$ cat src/design/rce_pkg.sv
// package: shared constants, types and sequencer states of the range coder encoder
`default_nettype none

package rce_pkg;

  localparam int FREQ_BITS_DEF    = 16;
  localparam int PENDING_BITS_DEF = 32;

  localparam int RUN_BITS = 32;
  localparam int QUOT_BITS = 32;

  localparam logic [31:0] RENORM_LIMIT = 32'h0100_0000;
  localparam logic [31:0] CARRY_LIMIT  = 32'hFF00_0000;
  localparam logic [31:0] FULL_RANGE   = 32'hFFFF_FFFF;

  localparam logic [2:0] RENORM_SHIFTS = 3'd4;
  localparam logic [2:0] FLUSH_SHIFTS  = 3'd5;

  localparam logic [7:0] RUN_NO_CARRY = 8'hFF;
  localparam logic [7:0] RUN_CARRY    = 8'h00;

  typedef enum logic [2:0] {
    ST_IDLE,
    ST_DIV,
    ST_MUL_LOW,
    ST_MUL_RANGE,
    ST_SET_RANGE,
    ST_SHIFT,
    ST_CLOSE
  } state_t;

  typedef struct packed {
    logic [7:0]          head_byte;
    logic [RUN_BITS-1:0] run_length;
    logic [7:0]          run_byte;
  } result_t;

  typedef struct packed {
    logic push;
    logic close;
  } res_ctl_t;

endpackage

`default_nettype wire

$ cat src/design/rce_if.sv
// interfaces: symbol input channel and result output channel
`default_nettype none

interface rce_in_if import rce_pkg::*; #(
  parameter int FREQ_BITS = FREQ_BITS_DEF
) ();
  logic                 valid;
  logic                 ready;
  logic                 kind;
  logic [FREQ_BITS-1:0] cum_freq;
  logic [FREQ_BITS-1:0] sym_freq;
  logic [FREQ_BITS:0]   total_freq;

  modport source (output valid, kind, cum_freq, sym_freq, total_freq, input ready);
  modport sink (input valid, kind, cum_freq, sym_freq, total_freq, output ready);
endinterface

interface rce_out_if import rce_pkg::*; ();
  logic                valid;
  logic                ready;
  logic [7:0]          head_byte;
  logic [RUN_BITS-1:0] run_length;
  logic [7:0]          run_byte;
  logic                last;

  modport source (output valid, head_byte, run_length, run_byte, last, input ready);
  modport sink (input valid, head_byte, run_length, run_byte, last, output ready);
endinterface

`default_nettype wire

$ cat src/design/rce_div.sv
// iterative restoring divider: 32-bit range by the total, one quotient bit per cycle
`default_nettype none

module rce_div import rce_pkg::*; #(
  parameter int DIV_W = FREQ_BITS_DEF + 1
) (
  input  wire logic                 clk,
  input  wire logic                 rst,
  input  wire logic                 start,
  input  wire logic [QUOT_BITS-1:0] dividend,
  input  wire logic [DIV_W-1:0]     divisor,
  output logic                      done,
  output logic [QUOT_BITS-1:0]      quotient
);

  localparam int CW = $clog2(QUOT_BITS);
  localparam logic [CW-1:0] LAST_STEP = CW'(QUOT_BITS - 1);

  logic             busy;
  logic [CW-1:0]    step;
  logic [DIV_W-1:0] dvs;
  logic [DIV_W-1:0] rem;
  logic [QUOT_BITS-1:0] quo;
  logic [DIV_W:0]   trial;
  logic             fits;

  assign trial = {rem, quo[QUOT_BITS-1]};
  assign fits  = trial >= {1'b0, dvs};
  assign quotient = quo;

  always_ff @(posedge clk) begin
    if (rst) begin
      busy <= 1'b0;
      done <= 1'b0;
      step <= '0;
    end else begin
      done <= busy && (step == LAST_STEP);
      if (start) begin
        busy <= 1'b1;
        step <= '0;
      end else if (busy) begin
        step <= step + 1'b1;
        if (step == LAST_STEP) begin
          busy <= 1'b0;
        end
      end
    end
  end

  always_ff @(posedge clk) begin
    if (start) begin
      dvs <= divisor;
      rem <= '0;
      quo <= dividend;
    end else if (busy) begin
      rem <= fits ? DIV_W'(trial - {1'b0, dvs}) : trial[DIV_W-1:0];
      quo <= {quo[QUOT_BITS-2:0], fits};
    end
  end

  a_start_idle: assert property (@(posedge clk) disable iff (rst) start |-> !busy)
    else $error("divider restarted while busy");
  a_done_after_busy: assert property (@(posedge clk) disable iff (rst) done |-> !busy)
    else $error("divider done while still iterating");
  a_rem_below: assert property (@(posedge clk) disable iff (rst) busy |-> rem < dvs)
    else $error("partial remainder not below divisor");

endmodule

`default_nettype wire

$ cat src/design/rce_out.sv
// result stage: one held result plus the output register, marks the last result of an item
`default_nettype none

module rce_out import rce_pkg::*; (
  input  wire logic     clk,
  input  wire logic     rst,
  input  wire res_ctl_t ctl,
  input  wire result_t  res,
  output logic          can_step,
  rce_out_if.source     results
);

  logic    hold_valid;
  result_t hold;
  logic    out_valid;
  result_t out_res;
  logic    out_last;
  logic    out_free;
  logic    move;

  assign out_free = !out_valid || results.ready;
  assign can_step = !hold_valid || out_free;
  assign move     = (ctl.push || ctl.close) && hold_valid;

  always_ff @(posedge clk) begin
    if (rst) begin
      hold_valid <= 1'b0;
      out_valid  <= 1'b0;
    end else begin
      if (move) begin
        out_valid <= 1'b1;
      end else if (results.ready) begin
        out_valid <= 1'b0;
      end
      if (ctl.push) begin
        hold_valid <= 1'b1;
      end else if (ctl.close) begin
        hold_valid <= 1'b0;
      end
    end
  end

  always_ff @(posedge clk) begin
    if (ctl.push) begin
      hold <= res;
    end
    if (move) begin
      out_res  <= hold;
      out_last <= ctl.close;
    end
  end

  assign results.valid      = out_valid;
  assign results.head_byte  = out_res.head_byte;
  assign results.run_length = out_res.run_length;
  assign results.run_byte   = out_res.run_byte;
  assign results.last       = out_last;

  a_push_room: assert property (@(posedge clk) disable iff (rst)
    (ctl.push || ctl.close) |-> can_step)
    else $error("result stage overrun");
  a_push_close: assert property (@(posedge clk) disable iff (rst) !(ctl.push && ctl.close))
    else $error("push and close together");
  a_move_valid: assert property (@(posedge clk) disable iff (rst) move |=> out_valid)
    else $error("held result lost");

endmodule

`default_nettype wire

$ cat src/design/range_coder_encoder.sv
// top level: range coder encoder with carry bit, cached byte and deferred 0xff run count
//
// symbols channel takes one item: kind 0 encodes a symbol (cum_freq, sym_freq,
// total_freq), kind 1 flushes the coder with five byte shifts. results channel
// gives one item per emitting byte shift: head_byte, then run_length bytes of
// run_byte; last marks the final result of an input item.
// ready is high only while the sequencer is idle. an encode takes a setup step,
// the bit-serial divider (one quotient bit per cycle), the shared multiplier and
// range update, up to 4 renormalize shifts plus a step to leave the shift loop,
// and a closing step. a flush takes its five byte shifts, the loop exit and the
// close. an invalid symbol is dropped in its accept cycle.
// reset (rst, synchronous) sets low 0, range 0xffffffff, carry, cached byte and
// pending count 0, and empties the result stage. when the receiver stalls, one
// result waits in the output register and one in a holding register; the
// sequencer waits on an emitting shift until room opens, and a new item can be
// accepted while the last result of the previous one still waits.
`default_nettype none

module range_coder_encoder import rce_pkg::*; #(
  parameter int FREQ_BITS    = FREQ_BITS_DEF,
  parameter int PENDING_BITS = PENDING_BITS_DEF
) (
  input  wire logic clk,
  input  wire logic rst,
  rce_in_if.sink    symbols,
  rce_out_if.source results
);

  localparam int TW = FREQ_BITS + 1;
  localparam int MW = FREQ_BITS + QUOT_BITS;

  state_t state, state_next;

  logic                    item_kind;
  logic [FREQ_BITS-1:0]    cum;
  logic [FREQ_BITS-1:0]    sym;
  logic [QUOT_BITS-1:0]    quot;
  logic [31:0]             prod;
  logic [2:0]              cnt;

  logic [31:0]             low_reg;
  logic [31:0]             range_reg;
  logic                    carry_bit;
  logic [7:0]              cached_byte;
  logic [PENDING_BITS-1:0] pending_count;

  logic                    accept;
  logic [TW-1:0]           freq_sum;
  logic                    item_ok;
  logic                    emit;
  logic                    shift_more;
  logic                    do_shift;
  logic                    div_start;
  logic                    div_done;
  logic [QUOT_BITS-1:0]    div_q;
  logic [FREQ_BITS-1:0]    mul_a;
  logic [MW-1:0]           mul_full;
  logic [32:0]             low_sum;
  logic                    can_step;
  res_ctl_t                ctl;
  result_t                 res;

  rce_div #(.DIV_W(TW)) u_div (
    .clk      (clk),
    .rst      (rst),
    .start    (div_start),
    .dividend (range_reg),
    .divisor  (symbols.total_freq),
    .done     (div_done),
    .quotient (div_q)
  );

  rce_out u_out (
    .clk      (clk),
    .rst      (rst),
    .ctl      (ctl),
    .res      (res),
    .can_step (can_step),
    .results  (results)
  );

  assign accept   = symbols.valid && symbols.ready;
  assign freq_sum = {1'b0, symbols.cum_freq} + {1'b0, symbols.sym_freq};
  assign item_ok  = symbols.kind
                 || ((symbols.total_freq != '0) && (symbols.sym_freq != '0)
                     && !(freq_sum > symbols.total_freq)
                     && !(range_reg < 32'(symbols.total_freq)));

  assign emit       = (low_reg < CARRY_LIMIT) || carry_bit;
  assign shift_more = (cnt != '0) && (item_kind || (range_reg < RENORM_LIMIT));

  // shared multiplier: cum_freq * q, then sym_freq * q
  assign mul_a    = (state == ST_MUL_LOW) ? cum : sym;
  assign mul_full = MW'(mul_a) * MW'(quot);
  assign low_sum  = {1'b0, low_reg} + {1'b0, prod};

  assign res.head_byte  = cached_byte + 8'(carry_bit);
  assign res.run_length = RUN_BITS'(pending_count);
  assign res.run_byte   = carry_bit ? RUN_CARRY : RUN_NO_CARRY;

  always_comb begin
    state_next    = state;
    div_start     = 1'b0;
    do_shift      = 1'b0;
    ctl           = '0;
    symbols.ready = 1'b0;
    case (state)
      ST_IDLE: begin
        symbols.ready = 1'b1;
        if (symbols.valid && item_ok) begin
          if (symbols.kind) begin
            state_next = ST_SHIFT;
          end else begin
            div_start  = 1'b1;
            state_next = ST_DIV;
          end
        end
      end
      ST_DIV: begin
        if (div_done) begin
          state_next = ST_MUL_LOW;
        end
      end
      ST_MUL_LOW:   state_next = ST_MUL_RANGE;
      ST_MUL_RANGE: state_next = ST_SET_RANGE;
      ST_SET_RANGE: state_next = ST_SHIFT;
      ST_SHIFT: begin
        if (!shift_more) begin
          state_next = ST_CLOSE;
        end else if (!emit || can_step) begin
          do_shift = 1'b1;
          ctl.push = emit;
        end
      end
      ST_CLOSE: begin
        if (can_step) begin
          ctl.close  = 1'b1;
          state_next = ST_IDLE;
        end
      end
      default: state_next = ST_IDLE;
    endcase
  end

  always_ff @(posedge clk) begin
    if (rst) begin
      state         <= ST_IDLE;
      cnt           <= '0;
      low_reg       <= '0;
      range_reg     <= FULL_RANGE;
      carry_bit     <= 1'b0;
      cached_byte   <= '0;
      pending_count <= '0;
    end else begin
      state <= state_next;
      if (accept) begin
        cnt <= symbols.kind ? FLUSH_SHIFTS : RENORM_SHIFTS;
      end
      if (state == ST_MUL_RANGE) begin
        low_reg <= low_sum[31:0];
        if (low_sum[32]) begin
          carry_bit <= 1'b1;
        end
      end
      if (state == ST_SET_RANGE) begin
        range_reg <= prod;
      end
      if (do_shift) begin
        cnt     <= cnt - 1'b1;
        low_reg <= {low_reg[23:0], 8'h00};
        if (!item_kind) begin
          range_reg <= {range_reg[23:0], 8'h00};
        end
        if (emit) begin
          pending_count <= '0;
          cached_byte   <= low_reg[31:24];
          carry_bit     <= 1'b0;
        end else begin
          pending_count <= pending_count + 1'b1;
        end
      end
    end
  end

  always_ff @(posedge clk) begin
    if (accept) begin
      item_kind <= symbols.kind;
      cum       <= symbols.cum_freq;
      sym       <= symbols.sym_freq;
    end
    if (state == ST_DIV && div_done) begin
      quot <= div_q;
    end
    if (state == ST_MUL_LOW || state == ST_MUL_RANGE) begin
      prod <= mul_full[31:0];
    end
  end

  a_range_norm: assert property (@(posedge clk) disable iff (rst)
    state == ST_IDLE |-> range_reg >= RENORM_LIMIT)
    else $error("range left below renormalize limit");
  a_div_state: assert property (@(posedge clk) disable iff (rst)
    div_done |-> state == ST_DIV)
    else $error("divider finished outside divide state");
  a_shift_count: assert property (@(posedge clk) disable iff (rst)
    state == ST_SHIFT |-> cnt <= FLUSH_SHIFTS)
    else $error("shift count out of range");
  a_close_idle: assert property (@(posedge clk) disable iff (rst)
    ctl.close |=> state == ST_IDLE)
    else $error("close did not return to idle");

endmodule

`default_nettype wire
$ cat src/flat_wrapper.sv
// flat-port wrapper written by rule: the top's interface ports become plain ports
module range_coder_encoder_flat import rce_pkg::*;
#(
  parameter int FREQ_BITS    = FREQ_BITS_DEF,
  parameter int PENDING_BITS = PENDING_BITS_DEF
)
  (clk, rst, symbols_valid, symbols_kind, symbols_cum_freq, symbols_sym_freq, symbols_total_freq, symbols_ready, results_valid, results_head_byte, results_run_length, results_run_byte, results_last, results_ready);
  rce_in_if #(.FREQ_BITS(FREQ_BITS)) symbols_i ();
  rce_out_if results_i ();
  input  wire logic clk;
  input  wire logic rst;
  input wire logic [$bits(symbols_i.valid)-1:0] symbols_valid;
  input wire logic [$bits(symbols_i.kind)-1:0] symbols_kind;
  input wire logic [$bits(symbols_i.cum_freq)-1:0] symbols_cum_freq;
  input wire logic [$bits(symbols_i.sym_freq)-1:0] symbols_sym_freq;
  input wire logic [$bits(symbols_i.total_freq)-1:0] symbols_total_freq;
  output wire logic [$bits(symbols_i.ready)-1:0] symbols_ready;
  output wire logic [$bits(results_i.valid)-1:0] results_valid;
  output wire logic [$bits(results_i.head_byte)-1:0] results_head_byte;
  output wire logic [$bits(results_i.run_length)-1:0] results_run_length;
  output wire logic [$bits(results_i.run_byte)-1:0] results_run_byte;
  output wire logic [$bits(results_i.last)-1:0] results_last;
  input wire logic [$bits(results_i.ready)-1:0] results_ready;
  assign symbols_i.valid = symbols_valid;
  assign symbols_i.kind = symbols_kind;
  assign symbols_i.cum_freq = symbols_cum_freq;
  assign symbols_i.sym_freq = symbols_sym_freq;
  assign symbols_i.total_freq = symbols_total_freq;
  assign symbols_ready = symbols_i.ready;
  assign results_valid = results_i.valid;
  assign results_head_byte = results_i.head_byte;
  assign results_run_length = results_i.run_length;
  assign results_run_byte = results_i.run_byte;
  assign results_last = results_i.last;
  assign results_i.ready = results_ready;
  range_coder_encoder #(.FREQ_BITS(FREQ_BITS), .PENDING_BITS(PENDING_BITS)) u_core (.clk(clk), .rst(rst), .symbols(symbols_i), .results(results_i));
endmodule
$ cat config.mk
export PLATFORM = sky130hd
export DESIGN_NAME = range_coder_encoder_flat
export DESIGN_NICKNAME = d
export VERILOG_FILES = /design/src/design/rce_pkg.sv /design/src/design/rce_if.sv /design/src/design/rce_div.sv /design/src/design/rce_out.sv /design/src/design/range_coder_encoder.sv /design/src/flat_wrapper.sv
export SDC_FILE = /design/constraint.sdc
export NUM_CORES = 2
export LEC_CHECK = 0
export BUFFER_PORTS_ARGS = -buffer_cell sky130_fd_sc_hd__buf_2
export CAP_MARGIN = 20
export CORE_MARGIN = 2
export CORE_UTILIZATION = 60
export CTS_CLUSTER_DIAMETER = 40
export DETAILED_ROUTE_END_ITERATION = 6
export MAX_ROUTING_LAYER = met4
export PLACE_DENSITY = 0.87
export SYNTH_ARGS = -nofsm -noshare
export SYNTH_HDL_FRONTEND = slang
export SYNTH_HIERARCHICAL = 1
export SYNTH_SLANG_ARGS = --single-unit
export TNS_END_PERCENT = 1
$ cat constraint.sdc
create_clock -name clk -period 9.2 [get_ports clk]
set_clock_uncertainty 0.05 [all_clocks]
set_input_delay 0.46 -clock clk [delete_from_list [all_inputs] [get_ports clk]]
set_output_delay 0.46 -clock clk [all_outputs]
set_load 0.01 [all_outputs]
==> reports/summary.log <==
INFO  yosys          syn_nets=3439
INFO  placed_design  detailedPlacementHpwl=53850um
INFO  floorplanning  die_x=225.2um
INFO  detailed_routing wl_per_cell=20.36um
INFO  sta            report.final.hold_viol_count=0
INFO  placed_design  place_congestion=0.9628
INFO  detailed_routing route.top_layer_used=met4
INFO  pwr            peakVddDrop=629.7uV
INFO  cells_and_area synthesis_to_finish_area_growth=8.509%
INFO  floorplanning  floorplan.die_area=50730squm
INFO  sta            post-route-min-period=8.416ns
INFO  critical_path  crit_type=reg -> reg
INFO  global_routing grt_antenna_before_repair=2
INFO  clock_tree     cts_buffer_depth=3
INFO  clock_tree     tritoncts=done
INFO  floorplanning  starting_density=0.6036
INFO  pwr            total_power=12160uW
INFO  floorplanning  coreArea=48650squm
INFO  clock_tree     total_setup_buffers_inserted_after_cts=0
INFO  yosys          synth-edff-count=243
INFO  yosys          synth_warn=6
INFO  clock_tree     clk_pin_slew_worst_paths=0.07ns
INFO  flow_run       drv.max_cap_violation_count=0
INFO  global_routing via_count_of_the_first_global_routing_pass=22.69k
INFO  detailed_routing post_detailed_route_via_to_cell_ratio=6.021
INFO  clock_tree     cts_made_buffers=45
INFO  sta            finalSetupTns=0ns
INFO  worst_hold_path beginning_of_the_worst_hold_path=symbols_cum_freq[14]
INFO  yosys          syn-cell-area=29360squm
INFO  cells_and_area largest_register_ffs=48
INFO  floorplanning  placement_rows=81
INFO  clock_tree     clkLatencyLatePin=0.57ns
INFO  yosys          synthesis.area_per_instance=10.10squm
INFO  sta            min_period_over_period=0.9148
INFO  detailed_routing dr.pass1.iters=7
INFO  sta            timing_max_transition_violations_final=0
INFO  sta            fmax=0.1188GHz
INFO  detailed_routing wl_met3=5816um
INFO  yosys          netlist_instances=2908
INFO  cells_and_area most_common_library_cell_in_the_layout_ignoring_fill_and_taps=sky130_fd_sc_hd__inv_1
INFO  yosys          synth-seq-area-share=0.3419
INFO  sta            max-slew-margin-rel=0.3064
INFO  yosys          yosysUniqueCellTypes=81
INFO  critical_path  worstSetupStartpointType=flop
INFO  yosys          ys_dominant_reg_cell=sky130_fd_sc_hd__edfxtp_1
INFO  detailed_routing finalWirelength=73640um
INFO  detailed_routing routedLengthMet1=27860um
INFO  clock_tree     post_cts_resized=0
INFO  cells_and_area most-common-layout-cells=414 x sky130_fd_sc_hd__inv_1, 399 x sky130_fd_sc_hd__nand2_1, 307 x sky130_fd_sc_hd__fa_1, 243 x sky130_fd_sc_hd__edfxtp_1, 170 x sky130_fd_sc_hd__ha_1
INFO  global_routing wire_length_of_the_first_global_routing_pass=117900um
INFO  yosys          flip_flop_and_latch_count_after_synthesis=380
INFO  detailed_routing drt_iter0_markers=1607
INFO  global_routing all_layer_global_routing_usage=0.3069
INFO  critical_path  timing.rr.start=u_core/state[1]$_SDFFE_PP0P_
INFO  sta            fin_worst_hold_slack=0.05282ns
INFO  critical_path  critical_path.startpoint=u_core/state[1]$_SDFFE_PP0P_
INFO  clock_tree     root_buffer=sky130_fd_sc_hd__clkbuf_16
INFO  floorplanning  overall_die_height=225.2um
INFO  global_routing pin_count_of_the_biggest_net_entering_global_routing=79
INFO  yosys          synth-async-reset-ratio=0
INFO  pwr            power.density_cell_area=381.7nW/um^2
INFO  floorplanning  floorplan.io_pins=105
INFO  critical_path  crit_fanout=31
INFO  global_routing globalRoute.totalOverflow=0
INFO  pwr            total_leakage_power=0.01345uW
INFO  clock_tree     clock-sinks=380
INFO  outcome        violated_checks=design-rule violations
INFO  detailed_routing drcViolationCount=1
INFO  critical_path  worstPathArrival=8.68ns
INFO  clock_tree     htree_levels=2
INFO  critical_path  critPathRequiredTime=9.46ns
INFO  worst_hold_path hp-class=in -> reg
INFO  detailed_routing route.met2.wl=36120um
INFO  detailed_routing detailed_route_via_count=21.78k
INFO  cells_and_area num-nets-final=3488
INFO  critical_path  worstSetupEndpointType=flop
INFO  sta            final-setup-viol-count=0
INFO  detailed_routing ant_nets=0
INFO  cells_and_area post_route_cells_drive_above_1_share=0.09051
INFO  outcome        status=finished, violations left
INFO  placed_design  portBuffers=104
INFO  cells_and_area max_flop_register=u_core/u_out/hold
INFO  sta            max_slew.worst_pin.slew=1.040ns
INFO  cells_and_area fillCellCount=3612
INFO  sta            rsz0062_at_grt=false
INFO  clock_tree     cts_hold_repair.buffers=0
## cell type report
cell class	count	area, sq um	share of cell area
inverter	415	1558	0.04889
timing repair buffer	119	633.1	0.01987
multi-input combinational	1996	17300	0.5430
clock inverter	33	340.3	0.01068
tap	622	778.2	0.02442
antenna	1	2.502	0.00007854
sequential	380	10040	0.3151
clock buffer	51	1211	0.03801
## cell usage after synthesis (5+ instances only)
cell type                  count  area, sq um
sky130_fd_sc_hd__buf_2         9        45.04
sky130_fd_sc_hd__a21o_1       44        330.3
sky130_fd_sc_hd__o21ai_0      75        375.4
sky130_fd_sc_hd__a21oi_1     113        565.5
sky130_fd_sc_hd__o21a_1       20        150.1
sky130_fd_sc_hd__buf_1         9        33.78
sky130_fd_sc_hd__ha_1        170         2127
sky130_fd_sc_hd__nand4_1      24        150.1
sky130_fd_sc_hd__o211ai_1      9        67.56
sky130_fd_sc_hd__a31oi_1      15        93.84
sky130_fd_sc_hd__nor3b_1       8        60.06
sky130_fd_sc_hd__nand2b_1     33        206.5
sky130_fd_sc_hd__o22ai_1       6        37.54
sky130_fd_sc_hd__inv_1       415         1558
sky130_fd_sc_hd__or3_1        19        118.9
sky130_fd_sc_hd__edfxtp_1    243         7297
sky130_fd_sc_hd__mux2i_1      26        260.3
sky130_fd_sc_hd__nor3_1       35        175.2
sky130_fd_sc_hd__a22oi_1      20        150.1
sky130_fd_sc_hd__and2_1      141        882.1
sky130_fd_sc_hd__fa_1        307         6146
sky130_fd_sc_hd__nand3b_1      5        37.54
sky130_fd_sc_hd__nand3_1      56        280.3
sky130_fd_sc_hd__nor2_1      123        461.7
sky130_fd_sc_hd__xnor2_1      83        727.0
sky130_fd_sc_hd__o21bai_1     16        120.1
sky130_fd_sc_hd__a221oi_1      5        43.79
sky130_fd_sc_hd__nand2_1     399         1498
sky130_fd_sc_hd__xor2_1       46        402.9
sky130_fd_sc_hd__nor2b_1      18        112.6
sky130_fd_sc_hd__and3_1       14        87.58
sky130_fd_sc_hd__clkbuf_1     93        349.1
sky130_fd_sc_hd__mux2_2       49        551.8
sky130_fd_sc_hd__dfxtp_1     137         2743
sky130_fd_sc_hd__nor4_1       13        81.33
sky130_fd_sc_hd__a211oi_1     26        195.2
sky130_fd_sc_hd__nand4b_1     10        87.58
## worst max-delay path, stage by stage, from the launching register on
cell and delay (ns):
sky130_fd_sc_hd__dfxtp_1 0.59, sky130_fd_sc_hd__nor3b_4 0.87, sky130_fd_sc_hd__mux2_2 0.80, sky130_fd_sc_hd__nand2_1 0.22, sky130_fd_sc_hd__fa_1 0.57, sky130_fd_sc_hd__fa_1 0.48
sky130_fd_sc_hd__fa_1 0.55, sky130_fd_sc_hd__inv_1 0.06, sky130_fd_sc_hd__fa_1 0.52, sky130_fd_sc_hd__fa_1 0.56, sky130_fd_sc_hd__inv_1 0.06, sky130_fd_sc_hd__fa_1 0.53
sky130_fd_sc_hd__inv_1 0.05, sky130_fd_sc_hd__ha_1 0.37, sky130_fd_sc_hd__a21o_1 0.20, sky130_fd_sc_hd__a21oi_1 0.18, sky130_fd_sc_hd__nor2b_1 0.07, sky130_fd_sc_hd__nor2_1 0.08
sky130_fd_sc_hd__nand3_1 0.16, sky130_fd_sc_hd__a2111oi_4 0.46, sky130_fd_sc_hd__o21ai_0 0.22, sky130_fd_sc_hd__a221oi_1 0.38, sky130_fd_sc_hd__xnor2_1 0.11
## kinds of logic (layout without fill, tap and decap cells)
| logic type | count (synthesis) | after routing | share of synthesized area |
|---|---|---|---|
| xor+xnor | 129 | 129 | 0.03848 |
| simple gates | 920 | 920 | 0.1518 |
| other cells | 0 | 1 | 0 |
| fa+ha+maj | 477 | 477 | 0.2817 |
| flops | 380 | 380 | 0.3419 |
| mux | 75 | 75 | 0.02765 |
| compound gates | 395 | 395 | 0.08871 |
| buf+inv | 532 | 618 | 0.06971 |
## power breakdown
group	switching (uW)	internal, uW
registers	121	2270
logic	4830	3130
clock network	754	1060
total	5700	6460
## stage by stage
stage	setup slack (ns)	cells	area, sq um	util
2_1_floorplan	2.102	2908	29360	-
3_3_place_gp	1.195	3532	30310	0.6230
3_5_place_dp	0.9049	3532	30310	0.6230
4_1_cts	0.8408	3616	31860	0.6549
5_1_grt	0.3945	3617	31860	0.6550
6_report	0.7836	3617	31860	0.6550
## routing by layer
layer,track usage,vias to the layer above
met5,-,-
met4,0.1549,0
met3,0.04668,266
met2,0.5027,1048
met1,0.3723,10770
li1,-,9699
## final timing paths
check,to,slack (ns),depth (start not counted)
max,u_core/prod[30]$_DFFE_PP_,0.78,22
min,u_core/cum[14]$_DFFE_PP_,0.05,1
max reg2reg,u_core/prod[30]$_DFFE_PP_,0.78,22
min reg2reg,u_core/u_out/results.head_byte[5]$_DFFE_PP_,0.36,0
No activity file was read; power rests on OpenSTA's default activity.
